===== config.mk =====
export PLATFORM = sky130hd
export DESIGN_NAME = string_literal_unescape_top
export DESIGN_NICKNAME = d
export VERILOG_FILES = /design/src/rtl/core/slu_pkg.sv /design/src/rtl/core/slu_decode.sv /design/src/rtl/core/string_literal_unescape_top.sv
export SDC_FILE = /design/constraint.sdc
export NUM_CORES = 1
export LEC_CHECK = 0
export BUFFER_PORTS_ARGS = -buffer_cell sky130_fd_sc_hd__buf_2
export CORE_ASPECT_RATIO = 0.7
export CORE_MARGIN = 2
export CORE_UTILIZATION = 56
export CTS_BUF_LIST = sky130_fd_sc_hd__clkbuf_8
export DETAILED_ROUTE_END_ITERATION = 10
export PLACE_DENSITY = 0.77
export SETUP_SLACK_MARGIN = 0.02
export SLEW_MARGIN = 40
export SYNTH_ARGS = -nofsm -noshare
export SYNTH_HDL_FRONTEND = slang
export SYNTH_SLANG_ARGS = --single-unit

===== constraint.sdc =====
create_clock -name clk -period 3.5 [get_ports clk]
set_input_delay 0.525 -clock clk [delete_from_list [all_inputs] [get_ports clk]]
set_output_delay 0.525 -clock clk [all_outputs]
set_load 0.01 [all_outputs]

===== src/rtl/core/slu_pkg.sv =====
// shared types, character codes and helpers for the string literal unescape block
package slu_pkg;

  localparam logic [7:0] CH_N         = 8'h6e;
  localparam logic [7:0] CH_R         = 8'h72;
  localparam logic [7:0] CH_T         = 8'h74;
  localparam logic [7:0] CH_ZERO      = 8'h30;
  localparam logic [7:0] CH_X         = 8'h78;
  localparam logic [7:0] CH_BACKSLASH = 8'h5c;
  localparam logic [7:0] CH_QUOTE     = 8'h22;

  localparam logic [7:0] BYTE_LF  = 8'd10;
  localparam logic [7:0] BYTE_CR  = 8'd13;
  localparam logic [7:0] BYTE_TAB = 8'd9;
  localparam logic [7:0] BYTE_NUL = 8'd0;

  localparam int QUEUE_DEPTH = 4;
  localparam int COUNT_W     = $clog2(QUEUE_DEPTH + 1);

  typedef enum logic [3:0] {
    MODE_OPEN = 4'b0001,
    MODE_BODY = 4'b0010,
    MODE_ESC  = 4'b0100,
    MODE_HEX  = 4'b1000
  } mode_t;

  typedef struct packed {
    mode_t      mode;
    logic       hex_digit_seen;
    logic [3:0] hex_partial;
    logic       open_error;
  } dec_state_t;

  typedef struct packed {
    logic [7:0] out_byte;
    logic       is_data;
    logic       well_formed;
    logic       run_last;
  } result_t;

  typedef struct packed {
    logic [1:0] num;
    result_t    r0;
    result_t    r1;
    dec_state_t state_next;
  } dec_out_t;

  localparam dec_state_t STATE_RESET = '{
    mode: MODE_OPEN, hex_digit_seen: 1'b0, hex_partial: 4'd0, open_error: 1'b0
  };

  // returns {valid, value}
  function automatic logic [4:0] hex_lookup(input logic [7:0] c);
    logic [4:0] res;
    res = 5'd0;
    if (c >= 8'h30 && c <= 8'h39) begin
      res = {1'b1, 4'(c - 8'h30)};
    end else if (c >= 8'h61 && c <= 8'h66) begin
      res = {1'b1, 4'(c - 8'h61 + 8'd10)};
    end else if (c >= 8'h41 && c <= 8'h46) begin
      res = {1'b1, 4'(c - 8'h41 + 8'd10)};
    end
    return res;
  endfunction

  function automatic result_t data_item(input logic [7:0] b);
    result_t r;
    r.out_byte    = b;
    r.is_data     = 1'b1;
    r.well_formed = 1'b0;
    r.run_last    = 1'b0;
    return r;
  endfunction

  function automatic result_t status_item(input logic wf);
    result_t r;
    r.out_byte    = 8'd0;
    r.is_data     = 1'b0;
    r.well_formed = wf;
    r.run_last    = 1'b0;
    return r;
  endfunction

endpackage


===== src/rtl/core/slu_decode.sv =====
// next-state and result logic for one input byte
module slu_decode (
  input  slu_pkg::dec_state_t state,
  input  logic [7:0]          in_byte,
  input  logic                frame_end,
  output slu_pkg::dec_out_t   dec
);
  import slu_pkg::*;

  logic [4:0]  hv;
  result_t     body_res;
  logic        body_emit;
  logic [7:0]  esc_val;

  assign hv = hex_lookup(in_byte);

  always_comb begin
    body_emit = (in_byte != CH_BACKSLASH);
    body_res  = data_item(in_byte);
    case (in_byte)
      CH_N:    esc_val = BYTE_LF;
      CH_R:    esc_val = BYTE_CR;
      CH_T:    esc_val = BYTE_TAB;
      CH_ZERO: esc_val = BYTE_NUL;
      default: esc_val = in_byte;
    endcase
  end

  always_comb begin
    dec.num        = 2'd0;
    dec.r0         = data_item(8'd0);
    dec.r1         = data_item(8'd0);
    dec.state_next = state;
    if (state.mode == MODE_OPEN) begin
      if (frame_end) begin
        dec.num        = 2'd1;
        dec.r0         = status_item(1'b0);
        dec.state_next = STATE_RESET;
      end else begin
        dec.state_next.open_error = (in_byte != CH_QUOTE);
        dec.state_next.mode       = MODE_BODY;
      end
    end else if (frame_end) begin
      if (state.mode == MODE_ESC) begin
        dec.num = 2'd2;
        dec.r0  = data_item(CH_BACKSLASH);
        dec.r1  = status_item(!state.open_error && in_byte == CH_QUOTE);
      end else if (state.mode == MODE_HEX && state.hex_digit_seen) begin
        dec.num = 2'd2;
        dec.r0  = data_item({4'd0, state.hex_partial});
        dec.r1  = status_item(!state.open_error && in_byte == CH_QUOTE);
      end else begin
        dec.num = 2'd1;
        dec.r0  = status_item(!state.open_error && in_byte == CH_QUOTE);
      end
      dec.state_next = STATE_RESET;
    end else begin
      case (state.mode)
        MODE_BODY: begin
          if (body_emit) begin
            dec.num = 2'd1;
            dec.r0  = body_res;
          end else begin
            dec.state_next.mode = MODE_ESC;
          end
        end
        MODE_ESC: begin
          if (in_byte == CH_X) begin
            dec.state_next.mode           = MODE_HEX;
            dec.state_next.hex_digit_seen = 1'b0;
            dec.state_next.hex_partial    = 4'd0;
          end else begin
            dec.num             = 2'd1;
            dec.r0              = data_item(esc_val);
            dec.state_next.mode = MODE_BODY;
          end
        end
        MODE_HEX: begin
          if (hv[4]) begin
            if (!state.hex_digit_seen) begin
              dec.state_next.hex_partial    = hv[3:0];
              dec.state_next.hex_digit_seen = 1'b1;
            end else begin
              dec.num                       = 2'd1;
              dec.r0                        = data_item({state.hex_partial, hv[3:0]});
              dec.state_next.hex_digit_seen = 1'b0;
              dec.state_next.hex_partial    = 4'd0;
              dec.state_next.mode           = MODE_BODY;
            end
          end else begin
            dec.state_next.hex_digit_seen = 1'b0;
            dec.state_next.hex_partial    = 4'd0;
            dec.state_next.mode           = body_emit ? MODE_BODY : MODE_ESC;
            if (state.hex_digit_seen) begin
              dec.r0 = data_item({4'd0, state.hex_partial});
              if (body_emit) begin
                dec.num = 2'd2;
                dec.r1  = body_res;
              end else begin
                dec.num = 2'd1;
              end
            end else if (body_emit) begin
              dec.num = 2'd1;
              dec.r0  = body_res;
            end
          end
        end
        default: begin
          dec.state_next = STATE_RESET;
        end
      endcase
    end
    if (dec.num == 2'd1) begin
      dec.r0.run_last = 1'b1;
    end else if (dec.num == 2'd2) begin
      dec.r1.run_last = 1'b1;
    end
  end

endmodule


===== src/rtl/core/string_literal_unescape_top.sv =====
// Decoder for one C-style quoted string literal per frame.
// Input channel: in_byte and frame_end with in_valid / in_stall. Bytes arrive
// in order, quotes included; frame_end marks the closing byte.
// Output channel: out_byte, is_data, well_formed, run_last with out_valid /
// out_stall. Each request yields zero, one or two results: decoded data
// bytes, and on the closing byte a status result (is_data 0) that reports
// whether the literal was well formed. run_last flags the final result of
// one request.
// A request is decoded in the cycle it is accepted, and its results are
// written into a four-entry result queue that drives the output port.
// Throughput: one request per cycle while requests make at most one result
// and the receiver does not stall; requests that make two results fill the
// queue faster than the output port drains it, one result per cycle while out_stall is low.
// in_stall rises while the queue holds more than two results, keeping room
// for two results; under out_stall the queue fills and in_stall holds input.
// Reset (rst, synchronous) empties the queue and returns the decoder to
// waiting for an opening quote.
module string_literal_unescape_top (
  input  logic       clk,
  input  logic       rst,
  input  logic       in_valid,
  output logic       in_stall,
  input  logic [7:0] in_byte,
  input  logic       frame_end,
  output logic       out_valid,
  input  logic       out_stall,
  output logic [7:0] out_byte,
  output logic       is_data,
  output logic       well_formed,
  output logic       run_last
);
  import slu_pkg::*;

  dec_state_t           state;
  dec_out_t             dec;
  result_t              queue      [QUEUE_DEPTH];
  result_t              queue_next [QUEUE_DEPTH];
  logic [COUNT_W-1:0]   count;
  logic [COUNT_W-1:0]   count_next;
  logic [COUNT_W-1:0]   base;
  logic [1:0]           nres;
  logic                 push;
  logic                 pop;

  slu_decode u_decode (
    .state     (state),
    .in_byte   (in_byte),
    .frame_end (frame_end),
    .dec       (dec)
  );

  assign out_valid = (count != '0);
  assign in_stall  = (count > COUNT_W'(QUEUE_DEPTH - 2));
  assign push      = in_valid & ~in_stall;
  assign pop       = out_valid & ~out_stall;
  assign nres      = push ? dec.num : 2'd0;
  assign base      = count - COUNT_W'(pop);

  always_comb begin
    for (int i = 0; i < QUEUE_DEPTH; i++) begin
      queue_next[i] = queue[i];
    end
    if (pop) begin
      for (int i = 0; i < QUEUE_DEPTH - 1; i++) begin
        queue_next[i] = queue[i + 1];
      end
    end
    for (int i = 0; i < QUEUE_DEPTH; i++) begin
      if (COUNT_W'(i) == base && nres != 2'd0) begin
        queue_next[i] = dec.r0;
      end
      if (COUNT_W'(i) == base + COUNT_W'(1) && nres == 2'd2) begin
        queue_next[i] = dec.r1;
      end
    end
    count_next = base + COUNT_W'(nres);
  end

  always_ff @(posedge clk) begin
    if (rst) begin
      count <= '0;
      state <= STATE_RESET;
    end else begin
      count <= count_next;
      if (push) begin
        state <= dec.state_next;
      end
    end
  end

  always_ff @(posedge clk) begin
    for (int i = 0; i < QUEUE_DEPTH; i++) begin
      queue[i] <= queue_next[i];
    end
  end

  assign out_byte    = queue[0].out_byte;
  assign is_data     = queue[0].is_data;
  assign well_formed = queue[0].well_formed;
  assign run_last    = queue[0].run_last;

endmodule


## Word-level counts from Yosys, hierarchy flattened

Memory sizes are Yosys's and may differ from the RTL's.
Cells that the tools add are included.
Widths: inputs -> output; s select.

| storage, ports and cells | value |
|---|---|
| bits in registers | 13 |
| latch bits | 0 |
| memory bits (writable) | 44 |
| bits in read-only memories | 0 |
| logic and storage cells | 123 |
| memories kept | 1 |

| cells by class | value |
|---|---|
| $add $sub $neg | 8 |
| $mul | 0 |
| divide/modulo/power cells | 0 |
| magnitude comparators | 7 |
| equal/unequal tests | 27 |
| shift operators | 0 |
| muxes and demuxes | 49 |
| bitwise operators | 4 |
| reduce and logical (&&, ||, !) cells | 22 |

Memories:

| memory | depth | bits a word | read ports | clocked after Yosys merged registers in | write ports | RTL line | source |
|---|---|---|---|---|---|---|---|
| queue | 4 | 11 | 4 | 0 | 4 | string_literal_unescape_top.sv:36 | `result_t queue [QUEUE_DEPTH];` |

Operators by type and width:

| cell | number |
|---|---|
| $mux 11 | 13 |
| $mux 13 | 4 |
| $mux 12 | 4 |
| $pmux 13 s3 | 1 |
| $mux 34 | 1 |
| $mux 33 | 1 |
| $eq 8x7->1 const B | 4 |
| $pmux 8 s4 | 1 |
| $mux 5 | 6 |
| $mux 24 | 1 |
| $eq 8x6->1 const B | 2 |
| $ge 8x7->1 const B | 2 |
| $le 8x7->1 const B | 2 |
| $pmux 5 s3 | 1 |
| $logic_and 1x1->1 | 13 |
| $eq 2x3->1 const A | 4 |
| $mux 4 | 3 |
| $pmux 4 s3 | 1 |
| $sub 4x1->4 const B | 3 |
| $mux 10 | 1 |
| $mux 9 | 1 |
| $add 4x4->4 const B | 2 |
| $ge 8x6->1 const B | 1 |
| $le 8x6->1 const B | 1 |
| 31 further kinds | 44 |

## Longest topological paths before layout

| logic depth | value |
|---|---|
| depth after elaboration | 15 |
| gate-level depth with buffers | 15 |
| mapped depth without buffers | 14 |

## Hierarchy

A second synthesis with hierarchy kept.

| unflattened totals | value |
|---|---|
| cell total of the unflattened synthesis | 415 |
| area, all modules | 4164.0 um2 |

By module, submodules not included:

| module | times used | cells each | area an instance (um2) | sequential area each (um2) |
|---|---|---|---|---|
| string_literal_unescape_top | 1 | 239 | 2872.8 | 1581.5 |
| slu_decode | 1 | 176 | 1291.2 | 0.0 |

## Least setup slack after synthesis

Ideal clock, no wire load.

| timing | value |
|---|---|
| path kind | in2reg |
| from | input port in_byte[1] |
| to | memory queue[0][0] in the netlist's numbering (enable) |
| library setup time | 355 ps |
| arrival | 3340 ps |
| path slack | -195 ps |
| cell stages on the path | 12 |
| path buffers | 2 |
| path through | clkbuf_1 > inv_1 > ha_1 > nand2_1 > nor3_1 > inv_1 > ha_1 > o211ai_1 > o2111ai_2 > or4_1 > buf_2 > nand3_1 |

RTL lines:

| what | RTL line | source |
|---|---|---|
| from (decl) | string_literal_unescape_top.sv:23 | `input logic [7:0] in_byte,` |
| to (decl) | string_literal_unescape_top.sv:36 |  |

==> impl_metrics.yaml <==
synth:
  netlist_top_cells_count: "53 x nand2_1, 44 x edfxtp_1, 37 x a21oi_1, 32 x nor2_1, 27 x o21ai_0"
  synth_area_leaders: "edfxtp_1 33%, dfxtp_1 6.5%, mux2i_1 6.5%, nand2_1 5.0%, a21oi_1 4.6%"
  post_synth_num_cell_types: 72
  synth_area_per_cell_um2: 9.01
  synth_nets: 469
  synth_warnings: 0
  syn-cell-area_mm2: 0.00401
  synthCells: 445
  synth_top_flop_cell: "edfxtp_1"
  yosysMostFrequentCell: "nand2_1"
  synth-seq-cells: 57
  async_reset_ff_share_pct: 0
  synth_edf_count: 44
  seq_area_frac_synth_pct: 39.4
  yosys.area.top_type_share_pct: 32.9
  yosys.area.top_type: "edfxtp_1"
timing:
  worstMarginPinSlew_ps: 650
  slew_violations: 0
  setup-violations-final: 0
  tns_ps: 0
  holdWs_ps: 506
  rsz0062_at_grt: "false"
  skew_ps: 7.53
  period_minus_slack_ps: 3170
  max_clock_freq_ghz: 0.315
  finalCritPeriodShare_pct: 90.7
  max-slew-margin-rel_pct: 56.2
  finalHoldViolCount: 0
floorplanning:
  die_x_um: 105
  ioPinCount: 26
  initial_core_util_pct: 58.6
  row_count: 25
  die_h_um: 74.8
  dieArea_mm2: 0.00787
  coreArea_mm2: 0.00685
pwr:
  power_mw: 2.78
  p_per_area_mw_per_mm2: 576
  p_leak_nw: 1.88
  ir_drop_v: 0.000328
global_routing:
  grt_usage_pct: 31.9
  grt_pass1_wl_mm: 18.9
  grt_max_degree: 16
  grt_pass1_vias: 3518
  antenna_found_initial: 0
  overflow: 0
worst_setup_path:
  r2r_setup_slack_ps: 330
  worst_setup_path_end_kind: "flip-flop"
  cp.arrival_ps: 3240
  worstPathMaxFanout: 11
  crit_type: "reg -> reg"
  cp-start-kind: "flip-flop"
  crit_required_ps: 3560
route:
  drc_errors: 0
  dr.pass1.iters: 6
  vias: 3971
  drt_iter0_drc: 580
  wire_per_inst_um: 19.7
  wl_mm: 12.1
  ant_nets: 0
  viasPerCell: 6.46
cts:
  ctsRootBufferMaster: "clkbuf_8"
  cts_hold_buf: 0
  numCtsBuffers: 9
  cts_tree: "built"
  clk_latency_ps: 340
  clkTransAtPathRegs_ps: 80
  clock_path_buffers: 2
  clock-sinks: 57
  h-tree-depth: 3
placement:
  dp_hpwl_mm: 9.10
  placed_cells: 599
  port_buffers: 25
  place_congestion: 1.03
finish:
  syn2layout_area_growth_pct: 20.2
  finalNonFillerCells: 615
  postLayoutCoreUtil_pct: 70.4
  drive_gt1_share_pct: 24.0
  final_nets: 540
  n_antenna_cell: 0
run_status:
  status: "finished, final reports clean"
flow_run:
  drv_cap: 0
min_path:
  holdCritPathClass: "in -> reg"
[final cells by class]
| cell class | instances | area, um2 |
|---|---|---|
| multi-input combinational | 344 | 2240 |
| fill | 518 | 2030 |
| sequential | 57 | 1580 |
| timing repair buffer | 88 | 611 |
| clock buffer | 9 | 124 |
| tap | 94 | 118 |
| clock inverter | 7 | 93.8 |
| inverter | 16 | 60.1 |
[flip-flops by register name (all words and copies together) (netlist names)]
name and count:
count 3, state 10, queue 44
[timing repair]
action | in CTS | in global routing
resized for setup | 0 | 1
endpoints found under the setup margin | 0 | 3
buffers inserted | 0 | 0
[critical path, cell delays in order, from the launching register on]
cell and delay, ps:
dfxtp_1 540, xnor2_1 130, a2111oi_2 550, o21ai_0 320, o2111a_2 290, buf_4 160
a2111oi_4 340, buf_4 270, mux2i_1 200, mux2i_1 90
[kinds of logic (layout without fill, tap and decap cells)]
kind of cell,Yosys count,after routing,share of synthesized area [%]
buffers and inverters,44,120,5.18
adder cells (fa/ha/maj),11,11,3.62
AND/OR/NAND/NOR,168,168,21.5
AO/OA/AOI/OAI,133,133,22.3
multiplexers,29,29,7.33
flip-flops,57,57,39.4
XOR/XNOR,3,3,0.655
[power breakdown]
part / leakage, nW / switching [mW] / internal, mW
combinational: 1.25 / 0.645 / 0.404
sequential: 0.521 / 0.0606 / 0.973
clock: 0.106 / 0.295 / 0.400
total: 1.88 / 1.00 / 1.78
[metrics by stage]
step           area [um2]  worst slack, ps
5_1_grt              4820              140
2_1_floorplan        4020             44.8
3_3_place_gp         4600              163
6_report             4820              326
3_5_place_dp         4600             95.9
4_1_cts              4820              225
[routing by layer]
metal,up-vias,global-route usage [%],wire length (um)
li1,1838,-,-
met1,1848,47.9,5530
met2,259,45.7,4960
met3,26,8.40,1460
met4,0,8.15,194
met5,-,0,0
[final timing paths]
kind,startpoint,end,cells past startpoint
worst max-delay path,state[7]$_SDFFE_PP0P_,queue[2][2]$_DFFE_PP_,9
worst min-delay path,rst,state[9]$_SDFFE_PP0P_,2
worst max register to register,state[7]$_SDFFE_PP0P_,queue[2][2]$_DFFE_PP_,9
worst min register to register,state[1]$_SDFFE_PP0P_,state[1]$_SDFFE_PP0P_,2
[cells in the final DEF, fill, tap and decap left out, types with 4 or more instances in the layout]
master,instances
clkbuf_8,9
mux2i_1,26
dfxtp_1,13
nor2_1,32
nor4_1,4
edfxtp_1,44
buf_2,25
or3_1,6
o21a_1,4
inv_1,16
a21o_1,4
o22ai_1,9
a22oi_1,11
ha_1,10
nor3_1,14
or4_1,4
a31oi_1,5
a21oi_1,36
buf_4,62
nand3_1,16
nand2_1,53
nor4b_1,6
o21ai_0,27
nor3_2,4
Power figures use the tool's default switching activity.
